File: config.mk
export PLATFORM = sky130hd
export DESIGN_NAME = cua_ctrl
export DESIGN_NICKNAME = d
export VERILOG_FILES = /design/src/sv/cua_pkg.sv /design/src/sv/cua_ctrl.sv
export VERILOG_INCLUDE_DIRS = /design/src /design/src/sv
export SDC_FILE = /design/constraint.sdc
export NUM_CORES = 1
export LEC_CHECK = 0
export ABC_AREA = 1
export BUFFER_PORTS_ARGS = -buffer_cell sky130_fd_sc_hd__buf_2
export CAP_MARGIN = 5
export CORE_AREA = 2 2 39 41
export DETAILED_ROUTE_END_ITERATION = 16
export DIE_AREA = 0 0 41 43
export PLACE_DENSITY = 0.64
export SLEW_MARGIN = 20
export SYNTH_ARGS = -nofsm -noshare
export SYNTH_HDL_FRONTEND = slang
export SYNTH_SLANG_ARGS = --single-unit
File: constraint.sdc
create_clock -name clk -period 1.1 [get_ports clk]
set_input_delay 0.055 -clock clk [delete_from_list [all_inputs] [get_ports clk]]
set_output_delay 0.055 -clock clk [all_outputs]
set_load 0.05 [all_outputs]
File: src/sv/assert_macros.svh
// Assertion macros shared by the allocator RTL
`ifndef ASSERT_MACROS_SVH
`define ASSERT_MACROS_SVH

// Check a property on every rising clk edge outside reset
`define CUA_ASSERT(label, prop, msg) \
  label: assert property (@(posedge clk) disable iff (!rst_n) prop) else $error(msg);

// Check that a condition implies a consequence in the same cycle
`define CUA_ASSERT_IMPLY(label, ante, cons, msg) \
  label: assert property (@(posedge clk) disable iff (!rst_n) (ante) |-> (cons)) else $error(msg);

`endif

File: src/sv/cua_pkg.sv
// Package: shared constants and controller/datapath interface types for the allocator
`timescale 1ns / 1ps
`default_nettype none

package cua_pkg;

  localparam int ID_W    = 16;
  localparam int SIZE_W  = 11;
  localparam int START_W = 10;
  localparam int POL_W   = 2;

  // Placement policy codes; any other code selects best fit
  localparam logic [POL_W-1:0] POL_FIRST = 2'd0;
  localparam logic [POL_W-1:0] POL_WORST = 2'd1;
  localparam logic [POL_W-1:0] POL_BEST  = 2'd2;

  // Request kinds
  localparam logic REQ_ALLOC = 1'b0;
  localparam logic REQ_CLEAR = 1'b1;

  // Commands from the controller to the datapath
  typedef struct packed {
    logic accept;     // latch the incoming transaction
    logic init_wr;    // write zero at the sweep address
    logic dispatch;   // reset search state and preset the result
    logic rd_en;      // read the owner map at the sweep address
    logic scan;       // read data feeds the run tracker
    logic free;       // read data feeds the owner clear
    logic eval_tail;  // evaluate the run still open at the map end
    logic choose;     // settle the result and load the stamp run
    logic wr_run;     // stamp one unit with the owner
    logic finish;     // move the result into the output register
  } cua_cmd_t;

  // Status from the datapath to the controller
  typedef struct packed {
    logic addr_last;
    logic req_clear;
    logic owner_zero;
    logic size_zero;
    logic fit_ok;
    logic wr_last;
    logic out_busy;
  } cua_stat_t;

endpackage

`default_nettype wire

File: src/sv/cua_ctrl.sv
// Controller: sequences the init sweep, map scan, run stamping, owner clear and result hand-off
`timescale 1ns / 1ps
`default_nettype none

module cua_ctrl import cua_pkg::*; (
  input  wire logic      clk,
  input  wire logic      rst_n,
  input  wire logic      in_valid,
  output      logic      in_ready,
  input  wire cua_stat_t stat,
  output      cua_cmd_t  cmd
);

`include "assert_macros.svh"

  localparam logic [3:0] S_INIT       = 4'd0;
  localparam logic [3:0] S_IDLE       = 4'd1;
  localparam logic [3:0] S_DISPATCH   = 4'd2;
  localparam logic [3:0] S_SCAN       = 4'd3;
  localparam logic [3:0] S_SCAN_DRAIN = 4'd4;
  localparam logic [3:0] S_EVAL       = 4'd5;
  localparam logic [3:0] S_CHOOSE     = 4'd6;
  localparam logic [3:0] S_WRITE      = 4'd7;
  localparam logic [3:0] S_FREE       = 4'd8;
  localparam logic [3:0] S_FREE_DRAIN = 4'd9;
  localparam logic [3:0] S_DONE       = 4'd10;

  logic [3:0] state_r;
  logic [3:0] state_nxt;

  // Next state and command decode
  always_comb begin
    state_nxt = state_r;
    cmd       = '0;
    in_ready  = 1'b0;
    case (state_r)
      S_INIT: begin
        cmd.init_wr = 1'b1;
        if (stat.addr_last) begin
          state_nxt = S_IDLE;
        end
      end
      S_IDLE: begin
        in_ready   = 1'b1;
        cmd.accept = in_valid;
        if (in_valid) begin
          state_nxt = S_DISPATCH;
        end
      end
      S_DISPATCH: begin
        cmd.dispatch = 1'b1;
        if (stat.req_clear) begin
          state_nxt = stat.owner_zero ? S_DONE : S_FREE;
        end else if (stat.owner_zero || stat.size_zero) begin
          state_nxt = S_DONE;
        end else begin
          state_nxt = S_SCAN;
        end
      end
      S_SCAN: begin
        cmd.rd_en = 1'b1;
        cmd.scan  = 1'b1;
        if (stat.addr_last) begin
          state_nxt = S_SCAN_DRAIN;
        end
      end
      S_SCAN_DRAIN: begin
        cmd.scan  = 1'b1;
        state_nxt = S_EVAL;
      end
      S_EVAL: begin
        cmd.eval_tail = 1'b1;
        state_nxt     = S_CHOOSE;
      end
      S_CHOOSE: begin
        cmd.choose = 1'b1;
        state_nxt  = stat.fit_ok ? S_WRITE : S_DONE;
      end
      S_WRITE: begin
        cmd.wr_run = 1'b1;
        if (stat.wr_last) begin
          state_nxt = S_DONE;
        end
      end
      S_FREE: begin
        cmd.rd_en = 1'b1;
        cmd.free  = 1'b1;
        if (stat.addr_last) begin
          state_nxt = S_FREE_DRAIN;
        end
      end
      S_FREE_DRAIN: begin
        cmd.free  = 1'b1;
        state_nxt = S_DONE;
      end
      S_DONE: begin
        // Hold until the output register can take the result
        if (!stat.out_busy) begin
          cmd.finish = 1'b1;
          state_nxt  = S_IDLE;
        end
      end
      default: begin
        state_nxt = S_IDLE;
      end
    endcase
  end

  // State register
  always_ff @(posedge clk) begin
    if (!rst_n) begin
      state_r <= S_INIT;
    end else begin
      state_r <= state_nxt;
    end
  end

  `CUA_ASSERT(a_accept_dispatch, (in_valid && in_ready) |=> (state_r == S_DISPATCH), "accepted transaction not dispatched")
  `CUA_ASSERT(a_port_excl, $onehot0({cmd.init_wr, cmd.rd_en, cmd.wr_run, cmd.finish}), "conflicting memory commands")
  `CUA_ASSERT_IMPLY(a_write_fit, (state_r == S_WRITE), !stat.req_clear, "stamping during a clear request")

endmodule

`default_nettype wire

# [After elaboration in Yosys (flattened, before gate mapping)]
# Index checks and enable logic that the tools add are counted.
[word_totals] regBits=4 latchBits=0 ramBits=0 rom_bits=0 in_bits=10 output_inout_bits=11 word_cells=46 memories=0
[op_classes] addsub=0 n_mul=0 n_div=0 n_lt_le_gt_ge=0 eq_ne=16 shift=0 n_mux=23 bitwise=0 n_reduce_logical=6
[ops] cell="4-bit case mux with 11 select lines" n=1
[ops] cell="4-bit two-way mux" n=9
[ops] cell="4-bit by 3-bit == test with 1-bit output (second input constant)" n=4
[ops] cell="4-bit == test (second input constant)" n=3
[ops] cell="1-bit two-way mux" n=12
[ops] cell="2-bit inequality test (second input constant)" n=6
[ops] cell="4-bit by 2-bit == test with 1-bit output (second input constant)" n=2
[ops] cell="6-bit AND reduction" n=1
[ops] cell="2-bit OR reduction" n=3
[ops] cell="4-bit by 1-bit == test with 1-bit output (second input constant)" n=1
[ops] cell="4-bit zero test" n=1
[ops] cell="2-bit two-way mux" n=1
[ops] cell="1-bit logical OR" n=1

# [Depth between registers and ports, before layout]
[logic_depth] depth_word=4 mapped_depth=10

# [Worst setup path before layout]
# Ideal clock, no wire load.
[synth_timing] path_kind="flip-flop to flip-flop" start="register state_r[1]" end="register state_r[2]" arrival_ps=1667 required_ps=1036 path_slack_ps=-631 stages_incl_launch_ff=9 n_path_buf=0 path_cell_list="dfxtp_1 > nand2_2 > nor2_1 > nand2_1 > nand2_1 > nor2_1 > nand3_1 > nand2_1 > nor2_1"
[synth_via] elab_chain_len=3 elab_cells_between_ends=19 classes_between="16 x eq/ne; 1 x mux; 2 x reduce/logical"
[synth_rtl] item="start, declared" line_no="cua_ctrl.sv:28" text="logic [3:0] state_r;"
[synth_rtl] item="start signal, assigned" line_no="cua_ctrl.sv:114" text="state_r <= state_nxt;"
[synth_rtl] item="4-bit by 2-bit == test with 1-bit output (tied with other cells)" line_no="cua_ctrl.sv:36" text="case (state_r)"
[synth_rtl] item="2-bit inequality test (no line)"
[synth_rtl] item="6-bit AND reduction (no line)"
# Parallel ways exist; a longest one is shown, timed or not.
# A chain may end at the register's enable or synchronous reset.

==> impl_results.md <==
- Yosys reg bits: 4
- Total routed wirelength: 1730 um
- Cells after Synth: between 90 and 100
- RSZ-0062 raised after global routing: true
- Die X: about 40 um
- Tmin final: between 1 and 1.5 ns
- Vias per cell: 4.76
- Crit-path max cell delay: 0.40 ns
- HPWL Detailed: 1220 um
- Initial antenna violation count: 0
- Worst R2R Path Depth: 9
- WP data required: around 1.0 ns
- Commonest non-fill, non-tap cells in the layout: nand2_1, buf_6, buf_4
- Max Transition Viols Final: 0
- Fmax: around 760 MHz
- CORE AREA: 1380 um^2
- Hold buffer count at CTS: 0
- Drt drc: 0
- Most used cell, CP: nand2_2
- Post-synth net total: 102
- I/O Buffers: 20
- Critical path depth: 5
- Sink Count: 4
- FF-to-FF setup slack: -0.16 ns
- Failing checks: negative setup slack
- CP Launch Point: state_r[1]
- Post-Synth Simple-Gate Area: 63.5%
- Worst-path maximum fanout: 7
- Sum of buffers and inverters on the critical path: 2
- Max reg flops: 4
- Worst EP arrival: 1.26 ns
- DIE AREA: 1760 um^2
- Layout Utilization: between 70% and 80%
- Crit path capture: cmd[5]
- Post-synthesis sequential area ratio: 16.9%
- Final ANT Viol Nets: 0
- Share of post-route cells with drive strength above 1: 66.4%
- Number of inserted diodes: 0
- Routed wire per std cell: 11.3 um
- Largest registers: state_r: 4 flops
- Worst Skew: 0.000552 ns
- Ports: 21
- Worst min path class: input pin to register
- Root Buffer: clkbuf_4
- PwrDens: 2720 nW/um^2
- Initial Utilization: 34.2%
- DR vias: 729
- Worst-path cell chain: nand2_2, inv_1, nand2_2, o21ai_4, buf_6
- H-tree Lvls: 1
- Commonest non-fill, non-tap cell in the layout: nand2_1
- P&R area growth vs syn: 132%
- Initial DRC count: 13
- Clock Tree Buf Depth: 2
- Worst-path clk slew: 0.03 ns
- Largest net degree at the start of global routing: 8
- Worst-Margin Slew: 0.233 ns
- Final setup margin: -0.211 ns
- WS Path Type: register to output port
- Outcome: complete, but fails checks
- CTS Buf Count: 3
- Startpoint types: register
- Clock Latency Late Sink: 0.23 ns
- Mux cell area share after synthesis: 0%
- Hold Fails Final Rpt: 0
- Synth warnings: 0
- Die height: between 40 and 50 um
- GR Util All Layers: 22.0%
- Power consumption: just under 3 mW
- Final GP Congestion: approximately 0.79
- Post-Synth XOR/XNOR Area: 0%
- Maxcap violations: 0
- Final-stage net count: 149
- CP delay by family, top: flip-flops
- FF-to-FF Start: state_r[1]
- Peak supply drop: 1990 uV
- Gr ovfl total: 0
- Mean post-synth cell area: 5.14 um^2
- Combinational family with the most area after synthesis: simple AND/OR/NAND/NOR gates
- Most flops, register: state_r
- Leak: 0.532 nW
- Final Cycle Share: 119%
- Highest-delay cell along the critical path: dfxtp_4
- Synth Cell Area: ~470 um^2
- FP Rows: 14
- Compound-Gate Fraction of Synth Area: 8.47%
- Yosys cell types: 14
- Finish-stage setup viols: 15
- Drt pass-1 iters: 4
- Vias in the first global route: approximately 650
- Slew HR: a little over four fifths
- CP Capture Type: output port
- Fraction of the mapped netlist area in adder cells: 0%
- CTS tree: yes
- Capture point of the worst reg-to-reg path: state_r[0]
- First-pass GRT wire length: 2650 um
[metrics by stage]
step                      worst slack (ns)  hold WS (ns)  setup TNS, ns  instances  area, um^2
after floorplan                     -0.273         0.168          -1.01         92         559
after global placement              -0.159         0.311         -0.814        147         822
after detailed placement            -0.158         0.313          -1.04        147         822
after CTS                           -0.186        0.0587          -1.93        152        1000
after global routing                -0.274        0.0755          -3.03        153        1100
final                               -0.211        0.0721          -2.06        153        1100
[worst min-delay path, cell delays in order]
cell and delay, ns:
buf_2 0.12, nand2_1 0.06, nor2_1 0.03
[cells by family after synthesis]
group                  Yosys count
AO/OA/AOI/OAI                    7
flip-flops                       4
AND/OR/NAND/NOR                 67
buffers and inverters           14
[what timing repair did]
item / CTS / global route
pin swaps: 9 / 9
gates resized for setup: 46 / 25
endpoints found under the setup margin: 15 / 15
buffers inserted: 2 / 2
[metal layers]
layer  GRT usage (%)  part of all wire [%]  wire (um)  vias up
met5               0                     0          0        -
met4            11.3                  0.52          9        0
met3            3.66                   2.8         48        2
met2            35.3                    54        933       20
met1            26.3                    43        735      328
li1                -                     -          -      379
[Yosys cell counts]
library cell  count  share of area [%]
nor2_1           19                 15
inv_1            11                8.7
o211ai_1          2                3.2
a21oi_1           2                2.1
nor2_4            2                4.8
dfxtp_1           4                 17
nand2_2           4                5.3
nor2_2            4                5.3
inv_2             3                2.4
nor3_1            1                1.1
o21ai_1           2                2.1
nand2_1          27                 21
o21ai_0           1                1.1
nand3_1          10                 11
[report_power, final]
group,internal [mW],switching [mW],leakage [nW],total [mW]
Sequential,0.229,0.123,0.0357,0.352
Combinational,1.07,1.38,0.482,2.45
Clock,0.122,0.0542,0.0138,0.176
Total,1.42,1.56,0.532,2.98
[layout make-up]
type | count | area [um^2]
inverter | 14 | 66.3
sequential | 4 | 95.1
clock buffer | 3 | 22.5
tap | 16 | 20.0
fill | 94 | 288
multi-input combinational | 74 | 498
timing repair buffer | 42 | 394
[worst min-delay path by stage]
stage | end | slack [ns] | start | depth (start not counted)
2_1_floorplan | state_r[2] | 0.17 | rst_n | 2
3_3_place_gp | state_r[2] | 0.31 | rst_n | 3
3_5_place_dp | state_r[1] | 0.31 | rst_n | 3
4_1_cts | state_r[0] | 0.06 | rst_n | 3
5_1_grt | state_r[1] | 0.08 | rst_n | 3
6_report | state_r[0] | 0.07 | rst_n | 3
Note: power is estimated with default switching activity, not from simulation.
