==> config.mk <==
export PLATFORM = sky130hd
export DESIGN_NAME = cua_dp
export DESIGN_NICKNAME = d
export VERILOG_FILES = /design/src/sv/cua_pkg.sv /design/src/sv/cua_dp.sv
export VERILOG_INCLUDE_DIRS = /design/src /design/src/sv
export SDC_FILE = /design/constraint.sdc
export NUM_CORES = 1
export LEC_CHECK = 0
export ABC_AREA = 0
export BUFFER_PORTS_ARGS = -buffer_cell sky130_fd_sc_hd__buf_4
export CORE_UTILIZATION = 45
export CTS_CLUSTER_SIZE = 14
export DETAILED_ROUTE_END_ITERATION = 6
export GPL_TIMING_DRIVEN = 1
export MAX_ROUTING_LAYER = met4
export PLACE_DENSITY = 0.67
export SLEW_MARGIN = 0
export SYNTH_ARGS = -nofsm -noshare
export SYNTH_HDL_FRONTEND = slang
export SYNTH_SLANG_ARGS = --single-unit
==> constraint.sdc <==
create_clock -name clk -period 5 [get_ports clk]
set_clock_uncertainty 0.15 [all_clocks]
set_input_delay 0.25 -clock clk [delete_from_list [all_inputs] [get_ports clk]]
set_output_delay 0.25 -clock clk [all_outputs]
set_load 0.02 [all_outputs]
==> src/sv/assert_macros.svh <==
// Assertion macros shared by the allocator RTL
`ifndef ASSERT_MACROS_SVH
`define ASSERT_MACROS_SVH

// Check a property on every rising clk edge outside reset
`define CUA_ASSERT(label, prop, msg) \
  label: assert property (@(posedge clk) disable iff (!rst_n) prop) else $error(msg);

// Check that a condition implies a consequence in the same cycle
`define CUA_ASSERT_IMPLY(label, ante, cons, msg) \
  label: assert property (@(posedge clk) disable iff (!rst_n) (ante) |-> (cons)) else $error(msg);

`endif

==> src/sv/cua_pkg.sv <==
// Package: shared constants and controller/datapath interface types for the allocator
`timescale 1ns / 1ps
`default_nettype none

package cua_pkg;

  localparam int ID_W    = 16;
  localparam int SIZE_W  = 11;
  localparam int START_W = 10;
  localparam int POL_W   = 2;

  // Placement policy codes; any other code selects best fit
  localparam logic [POL_W-1:0] POL_FIRST = 2'd0;
  localparam logic [POL_W-1:0] POL_WORST = 2'd1;
  localparam logic [POL_W-1:0] POL_BEST  = 2'd2;

  // Request kinds
  localparam logic REQ_ALLOC = 1'b0;
  localparam logic REQ_CLEAR = 1'b1;

  // Commands from the controller to the datapath
  typedef struct packed {
    logic accept;     // latch the incoming transaction
    logic init_wr;    // write zero at the sweep address
    logic dispatch;   // reset search state and preset the result
    logic rd_en;      // read the owner map at the sweep address
    logic scan;       // read data feeds the run tracker
    logic free;       // read data feeds the owner clear
    logic eval_tail;  // evaluate the run still open at the map end
    logic choose;     // settle the result and load the stamp run
    logic wr_run;     // stamp one unit with the owner
    logic finish;     // move the result into the output register
  } cua_cmd_t;

  // Status from the datapath to the controller
  typedef struct packed {
    logic addr_last;
    logic req_clear;
    logic owner_zero;
    logic size_zero;
    logic fit_ok;
    logic wr_last;
    logic out_busy;
  } cua_stat_t;

endpackage

`default_nettype wire

==> src/sv/cua_dp.sv <==
// Datapath: request registers, sweep address, free-run tracker, policy choice and result registers
`timescale 1ns / 1ps
`default_nettype none

module cua_dp import cua_pkg::*; #(
  parameter int UNITS      = 1024,
  parameter int OWNER_BITS = 16
) (
  input  wire logic                     clk,
  input  wire logic                     rst_n,
  input  wire cua_cmd_t                 cmd,
  output      cua_stat_t                stat,
  input  wire logic                     in_req_type,
  input  wire logic [ID_W-1:0]          in_owner_id,
  input  wire logic [SIZE_W-1:0]        in_block_size,
  input  wire logic                     cfg_valid,
  input  wire logic [POL_W-1:0]         cfg_fit_policy,
  output      logic                     out_valid,
  input  wire logic                     out_ready,
  output      logic                     out_status,
  output      logic [START_W-1:0]       out_start_unit,
  output      logic                     mem_we,
  output      logic [$clog2(UNITS)-1:0] mem_waddr,
  output      logic [OWNER_BITS-1:0]    mem_wdata,
  output      logic                     mem_re,
  output      logic [$clog2(UNITS)-1:0] mem_raddr,
  input  wire logic [OWNER_BITS-1:0]    mem_rdata
);

`include "assert_macros.svh"

  localparam int ADDR_W = $clog2(UNITS);
  localparam int LEN_W  = $clog2(UNITS + 1);
  localparam int CMP_W  = (LEN_W > SIZE_W) ? LEN_W : SIZE_W;
  localparam int EXT_W  = (ADDR_W > START_W) ? ADDR_W : START_W;
  localparam logic [ADDR_W-1:0] ADDR_LAST = ADDR_W'(UNITS - 1);

  // Policy register
  logic [POL_W-1:0] policy_r;

  // Request registers
  logic                  req_clear_r;
  logic [OWNER_BITS-1:0] owner_r;
  logic [SIZE_W-1:0]     size_r;

  // Sweep address and stamp counter
  logic [ADDR_W-1:0] addr_r;
  logic [SIZE_W-1:0] rem_r;
  logic              rd_pend_r;
  logic [ADDR_W-1:0] rd_idx_r;

  // Run tracker and best candidate
  logic [ADDR_W-1:0] cur_start_r;
  logic [LEN_W-1:0]  cur_len_r;
  logic              found_r;
  logic [ADDR_W-1:0] best_start_r;
  logic [LEN_W-1:0]  best_len_r;

  // Pending result and output register
  logic               res_fail_r;
  logic [START_W-1:0] res_start_r;
  logic               out_valid_r;
  logic               out_status_r;
  logic [START_W-1:0] out_start_r;

  logic [ID_W+OWNER_BITS-1:0] owner_ext;
  logic                       unit_free;
  logic                       free_hit;
  logic                       close_run;
  logic                       len_ge;
  logic                       upd;
  logic                       fit_ok;
  logic [EXT_W-1:0]           best_ext;

  assign owner_ext = {{OWNER_BITS{1'b0}}, in_owner_id};
  assign unit_free = (mem_rdata == '0);
  assign free_hit  = cmd.free && rd_pend_r && (mem_rdata == owner_r);
  assign close_run = (cmd.scan && rd_pend_r && !unit_free && (cur_len_r != '0))
                  || (cmd.eval_tail && (cur_len_r != '0));
  assign len_ge    = CMP_W'(cur_len_r) >= CMP_W'(size_r);
  assign fit_ok    = found_r && (CMP_W'(best_len_r) >= CMP_W'(size_r));
  assign best_ext  = EXT_W'(best_start_r);

  // Policy decision for a closed run; ties keep the earlier run
  always_comb begin
    case (policy_r)
      POL_FIRST: upd = len_ge && !found_r;
      POL_WORST: upd = cur_len_r > best_len_r;
      default:   upd = len_ge && (!found_r || (cur_len_r < best_len_r));
    endcase
  end

  // Memory port steering
  assign mem_we    = cmd.init_wr || cmd.wr_run || free_hit;
  assign mem_waddr = free_hit ? rd_idx_r : addr_r;
  assign mem_wdata = cmd.wr_run ? owner_r : '0;
  assign mem_re    = cmd.rd_en;
  assign mem_raddr = addr_r;

  // Status to the controller
  always_comb begin
    stat            = '0;
    stat.addr_last  = (addr_r == ADDR_LAST);
    stat.req_clear  = (req_clear_r == REQ_CLEAR);
    stat.owner_zero = (owner_r == '0);
    stat.size_zero  = (size_r == '0);
    stat.fit_ok     = fit_ok;
    stat.wr_last    = (rem_r == SIZE_W'(1));
    stat.out_busy   = out_valid_r && !out_ready;
  end

  // Control registers
  always_ff @(posedge clk) begin
    if (!rst_n) begin
      policy_r    <= POL_BEST;
      addr_r      <= '0;
      rd_pend_r   <= 1'b0;
      out_valid_r <= 1'b0;
    end else begin
      if (cfg_valid) begin
        policy_r <= cfg_fit_policy;
      end
      // Clear, load or advance the sweep address
      if (cmd.dispatch) begin
        addr_r <= '0;
      end else if (cmd.choose) begin
        addr_r <= best_start_r;
      end else if (cmd.init_wr || cmd.rd_en || cmd.wr_run) begin
        addr_r <= addr_r + ADDR_W'(1);
      end
      rd_pend_r <= cmd.rd_en;
      // Hold the result until the transaction completes
      if (cmd.finish) begin
        out_valid_r <= 1'b1;
      end else if (out_ready) begin
        out_valid_r <= 1'b0;
      end
    end
  end

  // Payload registers
  always_ff @(posedge clk) begin
    if (cmd.accept) begin
      req_clear_r <= in_req_type;
      owner_r     <= owner_ext[OWNER_BITS-1:0];
      size_r      <= in_block_size;
    end
    rd_idx_r <= addr_r;

    // Track the current free run
    if (cmd.dispatch) begin
      cur_len_r <= '0;
    end else if (cmd.scan && rd_pend_r) begin
      if (unit_free) begin
        if (cur_len_r == '0) begin
          cur_start_r <= rd_idx_r;
        end
        cur_len_r <= cur_len_r + LEN_W'(1);
      end else begin
        cur_len_r <= '0;
      end
    end

    // Keep the best candidate run
    if (cmd.dispatch) begin
      found_r    <= 1'b0;
      best_len_r <= '0;
    end else if (close_run && upd) begin
      found_r      <= 1'b1;
      best_len_r   <= cur_len_r;
      best_start_r <= cur_start_r;
    end

    // Count down the stamp run
    if (cmd.choose) begin
      rem_r <= size_r;
    end else if (cmd.wr_run) begin
      rem_r <= rem_r - SIZE_W'(1);
    end

    // Settle the pending result
    if (cmd.dispatch) begin
      res_fail_r  <= (req_clear_r != REQ_CLEAR) && ((owner_r == '0) || (size_r == '0));
      res_start_r <= '0;
    end else if (cmd.choose) begin
      res_fail_r  <= !fit_ok;
      res_start_r <= fit_ok ? best_ext[START_W-1:0] : '0;
    end

    if (cmd.finish) begin
      out_status_r <= res_fail_r;
      out_start_r  <= res_start_r;
    end
  end

  assign out_valid      = out_valid_r;
  assign out_status     = out_status_r;
  assign out_start_unit = out_start_r;

  `CUA_ASSERT(a_out_rise, $rose(out_valid_r) |-> $past(cmd.finish), "result shown without finish")
  `CUA_ASSERT_IMPLY(a_stamp_count, cmd.wr_run, rem_r != '0, "stamp run past its size")
  `CUA_ASSERT_IMPLY(a_no_overwrite, cmd.finish, !out_valid_r || out_ready, "result register overwritten")

endmodule

`default_nettype wire

**After elaboration in Yosys (flattened, before gate mapping)**

Index checks and enable logic that the tools add are counted.

- $add $sub $neg: 3
- $lt $le $gt $ge: 4
- Eq/ne operators: 4
- Multiplexer cells: 13
- Bitwise logic cells: 3
- Reductions and logical operators: 36

Operator list:

| operator | count |
|---|---|
| $mux 10 | 4 |
| $mux 11 | 3 |
| $logic_not 16->1 | 2 |
| $ge 11x11->1 | 2 |
| $logic_not 11->1 | 2 |
| $eq 16x16->1 | 1 |
| $mux 16 | 1 |
| $logic_and 1x1->1 | 12 |
| $add 11x1->11 const B | 1 |
| $eq 11x1->1 const B | 1 |
| $gt 11x11->1 | 1 |
| $lt 11x11->1 | 1 |
| $reduce_bool 11->1 | 1 |
| $sub 11x1->11 const B | 1 |
| $add 10x1->10 const B | 1 |
| $eq 10x10->1 const B | 1 |
| $reduce_bool 2->1 | 4 |
| $logic_or 1x1->1 | 7 |
| $logic_not 1->1 | 4 |
| $mux 1 | 4 |
| $reduce_and 4->1 | 1 |
| $not 1->1 | 3 |
| $eq 2x1->1 const B | 1 |
| $logic_not 2->1 | 1 |
| 3 further kinds | 3 |

- Flip-flop bits (word level): 128
- Input bits: 60
- Output and inout port bits: 57
- Word-level logic and storage cells: 81

**Longest topological paths before layout**

Gate-level depths: netlist (run 1).

- Depth after elaboration: 7
- Mapped depth: 10
- Mapped depth without buffers: 8

**Worst setup path after synthesis (run 1)**

Ideal clock, no wire load.

- Kind: reg-to-reg
- From: register cur_len_r[8]
- To: register best_start_r[0], in the netlist best_ext[0], enable pin
- Arrival time: 2.513 ns
- Required time: 4.446 ns
- Slack: 1.933 ns
- Stages on the path, launching flop included: 8
- Buffers on the path: 1
- Period minus slack after synthesis: 3.067 ns
- Path through: dfxtp_1 > ha_1 > a21oi_2 > nor2_1 > a211oi_4 > a311oi_2 > buf_4 > nor4_1

- Longest elaborated chain between the ends: 6
- Elaborated cells between the ends (all ways): 13
- Those cells by class: 3 x order compare; 1 x mux; 9 x reduce/logical

Ends and longest elaborated chain:

| what | RTL line | RTL |
|---|---|---|
| from (decl) | cua_dp.sv:54 | `logic [LEN_W-1:0] cur_len_r;` |
| from (signal assigned) | cua_dp.sv:158 | `cur_len_r <= cur_len_r + LEN_W'(1);` |
| $lt 11x11->1 | cua_dp.sv:89 | `default: upd = len_ge && (!found_r \|\| (cur_len_r < best_len_r));` |
| $logic_or 1x1->1 | cua_dp.sv:89 |  |
| $logic_and 1x1->1 | cua_dp.sv:89 |  |
| $pmux 1 s2 | cua_dp.sv:86 | `case (policy_r)` |
| $logic_and 1x1->1 * | cua_dp.sv:168 | `end else if (close_run && upd) begin` |
| $reduce_and 2->1 (no source line) * | n/a |  |
| to (signal assigned) | cua_dp.sv:171 | `best_start_r <= cur_start_r;` |
| to (decl) | cua_dp.sv:56 | `logic [ADDR_W-1:0] best_start_r;` |

Mark *: on every way between the ends. The rest lies on a longest branch, timed or not.
A chain may end at the register's enable or synchronous reset.

**Worst setup path in the final report (run 1)**

- From: register cur_len_r[6]
- To: register best_start_r[4], in the netlist best_ext[4], enable pin

Same word-level chain as after synthesis.

==> reports/qor.csv, run 1 <==
metric;value;unit
cpPeakStageDelay;0.96;ns
slowest_stage;nor4_2;
ant_nets;0;
overflow;0;
syn_avg_cell_area;10.92;um^2
met1_length;7.034;mm
antennaDiodeCount;0;
cp.required;4.88;ns
routed.top_layer;met4;
synth.most_common_cell;edfxtp_1;
r2r_setup_slack;1.89;ns
max_cap_violations;0;
via_per_inst;5.324;
ys.flop_type;edfxtp_1;
synth_edf_count;71;
hold_viol_final;0;
fin_ws;1.888;ns
end_kind;flop;
hpwl;10.83;mm
wl_met3;728;um
core_area;13350;um^2
clock_sinks;128;
fp.dieH;119.4;um
setup_violations;0;
critPathLaunchType;flop;
setup_tns;0;ns
worstReg2RegEnd;best_ext[4];
numCtsBuffers;17;
initial_core_util;0.4646;
crit_type;reg -> reg;
wl_per_cell;16.94;um
grt_max_degree;53;
synthMuxAreaShare;0.02623;
dr.pass1.iters;4;
synth_top_family_by_area;simple AND/OR/NAND/NOR gates;
synth_cell_types;54;
nFillCells;1092;
synth_area_leader_cell;edfxtp_1;
path_cells;ha_1 -> a21oi_1 -> o21ai_1 -> o21ai_2 -> a311oi_2 -> nor4_2;
p_leak;3.322;nW
cts_tree;done;
synthesis.nets;666;
cp.arrival;2.99;ns
synthCells;568;
die_x;119.4;um
drive_gt1_frac;0.2435;
synthAdderAreaFrac;0.07667;
grt_antenna_before_repair;0;
route.vias.total;4829;
clk_latency;0.42;ns
peakVddDrop;0.2096;mV
synthesis.area;6201;um^2
yosys.area_share.simple;0.1620;
dr_wl_met2;7.303;mm
synthXorXnorAreaFrac;0.05791;
grt_pass1_wl;24.63;mm
synth.area.top_cells;edfxtp_1, dfxtp_1, ha_1, xnor2_1, nand2_1;
crit_fanout;15;
synth_top_area_share;0.3438;
drtIter0Drc;309;
status;finished clean;
nets;816;
clkTransAtPathRegs;0.06;ns
crit_start;cur_len_r[6];
wl;15.37;mm
place_congestion;0.9084;
tightest_slew;1.017;ns
rows;42;
yosys_register_bits;128;
fin_crit;3.112;ns
rsz0062_at_grt;no;
grt_pass1_vias;5000;
crit_path_end;best_ext[4];
cts_root_buf;clkbuf_16;
r2r_start;cur_len_r[6];
die_area;14250;um^2
post-route-period-util;0.6223;
synth-seq-area-share;0.5278;
cts_buffer_depth;2;
pre_cts_slack;1.882;ns
post-route-drc-count;0;
slew_headroom;0.3166;
reg2reg_depth;6;
num_io_pins;117;
cts_max_level;4;
yosysWarnings;0;
hp-class;in -> reg;
fmax;321.4;MHz
ys_top_cells_by_count;edfxtp_1, dfxtp_1, nand2_1;
area_growth;32.59;%
synth_async_sr_flop_share;0;
slew_violations;0;
power.density;340.5;nW/um^2
synth_compound_area_frac;0.1041;
grt_use_total;0.2304;
io_buffers;116;
[area by class of cell]
| class | count | area, um^2 | share of cell area |
|---|---|---|---|
| clock buffer | 18 | 450.4 | 0.05479 |
| clock inverter | 14 | 200.2 | 0.02435 |
| inverter | 39 | 146.4 | 0.01781 |
| multi-input combinational | 375 | 2660 | 0.3235 |
| sequential | 128 | 3273 | 0.3981 |
| tap | 176 | 220.2 | 0.02678 |
| timing repair buffer | 157 | 1271 | 0.1546 |
[logic make-up after synthesis]
kind of cell	after synthesis
AND/OR/NAND/NOR	191
flip-flops	128
AO/OA/AOI/OAI	90
buffers and inverters	65
XOR/XNOR	41
adder cells (fa/ha/maj)	38
multiplexers	15
[critical path, delay by kind of cell (launching register included)]
kind                       cells  cell delay (ns)
and+or+nand+nor                1             0.96
DFF                            1             0.52
AOI/OAI and AO/OA              4             0.77
adders and majority gates      1             0.32
[timing repair]
action                     4_1_cts  5_1_grt
resized for setup                0        0
hold buffers                    37        0
setup endpoints to repair        0        0
buffers inserted                 0        0
hold endpoints to repair        32        0
[routing by layer]
layer,global-route usage,up-vias
li1,-,2367
met1,0.2970,2274
met2,0.3583,166
met3,0.05029,22
met4,0.08125,0
met5,-,-
[registers in the layout, summed over array words and instances (netlist names), 2 cells and up]
register        flops
best_ext           10
best_len_r         11
cur_len_r          11
cur_start_r        10
mem_raddr          10
out_start_unit     10
owner_r            16
policy_r            2
rd_idx_r           10
rem_r              11
res_start_r        10
size_r             11
[worst min path at each step]
stage,from,to,slack [ns],cells past startpoint
floorplan,rst_n,policy_r[1],0.16,1
global placement,mem_raddr[7],rd_idx_r[7],0.25,0
detailed placement,cur_start_r[4],best_ext[4],0.26,0
CTS,cmd[0],out_start_unit[5],0.009,1
global route,cmd[0],out_start_unit[5],0.02,1
finish,cmd[0],out_start_unit[5],0.03,1
[power by group]
part	switching [mW]	leakage, nW	internal [mW]	total (mW)
Combinational	0.128	1.84	0.124	0.252
Clock	0.478	0.321	0.873	1.35
Sequential	0.0397	1.16	1.16	1.20
[per-stage QoR]
| stage | util | cell area (um^2) | hold slack (ns) | instances | total power, mW |
|---|---|---|---|---|---|
| 6_report | 0.6160 | 8222 | 0.02501 | 907 | 2.800 |
| 2_1_floorplan | - | 6201 | 0.1619 | 568 | 1.334 |
| 4_1_cts | 0.6160 | 8222 | 0.008782 | 907 | 2.823 |
| 3_5_place_dp | 0.5395 | 7201 | 0.2563 | 838 | 1.445 |
| 3_3_place_gp | 0.5395 | 7201 | 0.2498 | 838 | 1.439 |
| 5_1_grt | 0.6160 | 8222 | 0.02086 | 907 | 2.892 |
[placed cells by master (no fill, tap or decap), drive strengths merged, types with 11 or more instances in the layout]
cell,n
edfxtp,71
dfxtp,57
inv,44
buf,120
dlygate4sd3,37
xor2,19
ha,38
a21oi,21
nand3,18
nand2,47
nor2,35
nand4,13
nor4,20
or4,11
and2,19
clkbuf,18
o21ai,27
o31ai,11
xnor2,22
Power figures use the tool's default switching activity.
==> run 2, diff against run 1 <==
==> constraint.sdc (replaced) <==
create_clock -name clk -period 3.3 [get_ports clk]
set_clock_uncertainty 0.15 [all_clocks]
set_input_delay 0.165 -clock clk [delete_from_list [all_inputs] [get_ports clk]]
set_output_delay 0.165 -clock clk [all_outputs]
set_load 0.02 [all_outputs]
==> reports/qor.csv, run 2 (synthesis results as in run 1) <==
metric;value;unit
place_congestion;0.9190;
crit_type;reg -> reg;
hold_viol_final;0;
wl;15.44;mm
grt_use_total;0.2353;
rows;42;
io_buffers;116;
rsz0062_at_grt;no;
hp-class;in -> reg;
nets;823;
route.vias.total;4886;
cts_tree;done;
largest_reg_flops;16;
fp.dieH;119.4;um
slew_violations;0;
antennaDiodeCount;0;
grt_antenna_before_repair;0;
fmax;326.9;MHz
nFillCells;1086;
crit_fanout;16;
layout_commonest_cell;buf_4;
setup_tns;0;ns
critPathBufInv;1;
die_area;14250;um^2
slew_headroom;0.3065;
cts_root_buf;clkbuf_16;
numCtsBuffers;17;
via_per_inst;5.346;
area_growth;32.71;%
dr.pass1.iters;5;
drive_gt1_frac;0.2466;
cpPeakStageDelay;0.96;ns
final_cell_mix;buf_4, edfxtp_1, dfxtp_1;
path_cells;inv_1 -> ha_1 -> nand2b_1 -> a31oi_1 -> o21bai_1 -> a31oi_2 -> nor4_2;
tightest_slew;1.032;ns
status;finished clean;
setup_violations;0;
post-route-drc-count;0;
end_kind;flop;
grt_pass1_wl;24.93;mm
num_io_pins;117;
max_cap_violations;0;
grt_pass1_vias;4883;
grt_max_degree;53;
core_area;13350;um^2
largest-register;owner_r;
initial_core_util;0.4646;
postCtsSetupBuffers;0;
cts_max_level;4;
clk_latency;0.42;ns
critPathLaunchType;flop;
power.density;495.0;nW/um^2
fin_crit;3.059;ns
post-route-period-util;0.9271;
cp.arrival;2.95;ns
wl_per_cell;16.89;um
finalPower;4.074;mW
peakVddDrop;0.3023;mV
ant_nets;0;
p_leak;3.332;nW
hpwl;10.96;mm
cp.required;3.19;ns
slowest_stage;nor4_2;
cp_top_family;simple AND/OR/NAND/NOR gates;
overflow;0;
clock_sinks;128;
cts-hold-fix-buffers;39;
drtIter0Drc;312;
cts_buffer_depth;2;
cts_resized;0;
clkTransAtPathRegs;0.06;ns
die_x;119.4;um
==> run 2: final cells by class <==
class	count	area [um^2]	share of cell area
Clock buffer	20	467.9	0.05686
Clock inverter	12	132.6	0.01612
Inverter	39	146.4	0.01779
Timing Repair Buffer	164	1329	0.1615
Tap cell	176	220.2	0.02676
Sequential cell	128	3273	0.3977
Multi-Input combinational cell	375	2660	0.3232
==> run 2: worst register-to-register path, delay by kind of cell (launching register included) <==
| kind | cells | cell delay (ns) |
|---|---|---|
| AO/OA/AOI/OAI | 3 | 0.68 |
| adder cells (fa/ha/maj) | 1 | 0.28 |
| flip-flops | 1 | 0.39 |
| buffers and inverters | 1 | 0.12 |
| AND/OR/NAND/NOR | 2 | 1.06 |
==> run 2: final timing paths <==
check | from | endpoint | slack [ns] | depth (start not counted)
setup / recovery | cur_len_r[0] | best_ext[5] | 0.24 | 7
hold / removal | cmd[9] | owner_r[10] | 0.04 | 1
setup reg to reg | cur_len_r[0] | best_ext[5] | 0.24 | 7
hold reg to reg | mem_raddr[7] | rd_idx_r[7] | 0.26 | 0
==> run 2: power by group <==
group / leakage (nW) / internal (mW) / switching [mW] / total, mW
sequential: 1.16 / 1.75 / 0.0594 / 1.81
combinational: 1.88 / 0.190 / 0.192 / 0.382
clock: 0.295 / 1.18 / 0.701 / 1.88
total: 3.33 / 3.12 / 0.953 / 4.07
==> run 2: routing by layer <==
metal / up-vias / part of all wire / track usage
met1: 2314 / 0.46 / 0.3039
met3: 31 / 0.045 / 0.04693
met5: - / 0 / -
met2: 161 / 0.46 / 0.3568
li1: 2380 / - / -
met4: 0 / 0.027 / 0.1078
==> run 2: per-stage QoR <==
step                      worst slack (ns)  hold WS, ns    util  instance area (um^2)  instances
final                               0.2407      0.04274  0.6165                  8229        914
after global routing               0.01996      0.03798  0.6165                  8229        914
after CTS                           0.2355      0.02776  0.6165                  8229        914
after detailed placement            0.2449       0.1943  0.5423                  7238        843
after global placement              0.3952       0.1929  0.5423                  7238        843
after floorplan                     0.2333      0.07694       -                  6201        568
==> run 3, diff against run 2 <==
--- a/config.mk
+++ b/config.mk
@@ -8,12 +8,14 @@
 export LEC_CHECK = 0
 export ABC_AREA = 0
 export BUFFER_PORTS_ARGS = -buffer_cell sky130_fd_sc_hd__buf_4
-export CORE_UTILIZATION = 45
+export CELL_PAD_IN_SITES_DETAIL_PLACEMENT = 1
+export CELL_PAD_IN_SITES_GLOBAL_PLACEMENT = 1
+export CORE_UTILIZATION = 44
 export CTS_CLUSTER_SIZE = 14
 export DETAILED_ROUTE_END_ITERATION = 6
 export GPL_TIMING_DRIVEN = 1
 export MAX_ROUTING_LAYER = met4
-export PLACE_DENSITY = 0.67
+export PLACE_DENSITY_LB_ADDON = 0.1
 export SLEW_MARGIN = 0
 export SYNTH_ARGS = -nofsm -noshare
 export SYNTH_HDL_FRONTEND = slang
==> reports/qor.csv, run 3 (synthesis results as in run 1) <==
metric;value;unit
area_growth;32.79;%
setup_violations;0;
hold_viol_final;0;
grt_pass1_wl;30.27;mm
setup_tns;0;ns
peakVddDrop;0.3330;mV
multi_input_area;2660;um^2
place_congestion;0.9006;
crit_fanout;10;
antennaDiodeCount;0;
drive_gt1_frac;0.2425;
grt_use_total;0.2854;
num_io_pins;117;
final_cell_mix;buf_4, edfxtp_1, dfxtp_1;
fp.dieH;120.7;um
postCtsSetupBuffers;0;
drtIter0Drc;299;
cp.arrival;2.82;ns
largest-register;owner_r;
wl;18.88;mm
die_x;120.7;um
finalPower;4.254;mW
grt_antenna_before_repair;0;
fin_ws;0.3696;ns
critPathLaunchType;flop;
die_area;14570;um^2
cts_buffer_depth;2;
largest_reg_flops;16;
grt_pass1_vias;5513;
nets;820;
cp.required;3.19;ns
hpwl;12.73;mm
clock_sinks;128;
slew_violations;0;
post-route-period-util;0.8880;
cts_tree;done;
pre_cts_slack;0.4215;ns
path_cells;ha_1 -> a21oi_1 -> a21oi_1 -> o21ai_2 -> a311oi_2 -> nor4_2;
finalNonFillerCells;914;
core_area;13830;um^2
ant_nets;0;
dr.pass1.iters;4;
cts_root_buf;clkbuf_16;
slowest_stage;nor4_2;
cts_resized;0;
rows;43;
hp-class;in -> reg;
overflow;0;
end_kind;flop;
cts-hold-fix-buffers;37;
rsz0062_at_grt;no;
power.density;516.6;nW/um^2
seqCellArea;3273;um^2
clk_latency;0.43;ns
nFillCells;1438;
io_buffers;116;
crit_type;reg -> reg;
cts_max_level;4;
max_cap_violations;0;
final_core_util;0.5955;
fin_crit;2.930;ns
dpl.cell_count;846;
grt_max_degree;53;
route.vias.total;5045;
numCtsBuffers;17;
tightest_slew;1.052;ns
status;finished clean;
layout_commonest_cell;buf_4;
slew_headroom;0.2927;
p_leak;3.325;nW
initial_core_util;0.4485;
fmax;341.3;MHz
cpPeakStageDelay;0.92;ns
clkTransAtPathRegs;0.06;ns
wl_per_cell;20.65;um
via_per_inst;5.520;
post-route-drc-count;0;
crit_top_cell;a21oi_1;
## run 3: changes by cell type in the layout (fill, tap and decap cells not counted), sizes merged
cell         delta
buf             -1
bufinv          +2
clkbuf          +2
clkinv          -6
dlygate4sd3     -2
inv             +1
## run 3: worst paths after layout
path | depth (start not counted) | to | start | slack, ns
min reg2reg | 0 | best_ext[9] | cur_start_r[9] | 0.26
max reg2reg | 6 | best_ext[1] | cur_len_r[2] | 0.37
max | 6 | best_ext[1] | cur_len_r[2] | 0.37
min | 4 | cur_len_r[1] | cmd[5] | 0.04
## run 3: per-stage QoR
step	hold WS, ns	cell area [um^2]
after floorplan	0.07694	6201
after global placement	0.1929	7236
after detailed placement	0.1942	7236
after CTS	0.01710	8234
after global routing	0.05318	8234
final	0.03608	8234
## run 3: final cells by class
class                           count  area share
Clock buffer                       22     0.05774
Clock inverter                      9     0.01854
Inverter                           39     0.01778
Multi-Input combinational cell    375      0.3231
Sequential cell                   128      0.3975
Tap cell                          180     0.02735
Timing Repair Buffer              161      0.1580
## run 3: report_power, final
| part | switching (mW) | leakage (nW) | internal [mW] |
|---|---|---|---|
| Combinational | 0.208 | 1.86 | 0.189 |
| Clock | 0.710 | 0.306 | 1.33 |
| Sequential | 0.0669 | 1.16 | 1.75 |
| Total | 0.985 | 3.32 | 3.27 |
## run 3: layer usage
layer	GRT usage	wire (um)	vias to the layer above
met2	0.4576	9182	146
met3	0.05566	811	26
met4	0.09414	352	0
li1	-	-	2363
met5	-	0	-
met1	0.3629	8529	2510
## run 3: critical path, delay by kind of cell (launching register included)
kind | cells | cell delay [ns]
flip-flops | 1 | 0.50
AND/OR/NAND/NOR | 1 | 0.92
adder cells (fa/ha/maj) | 1 | 0.32
AO/OA/AOI/OAI | 4 | 0.67
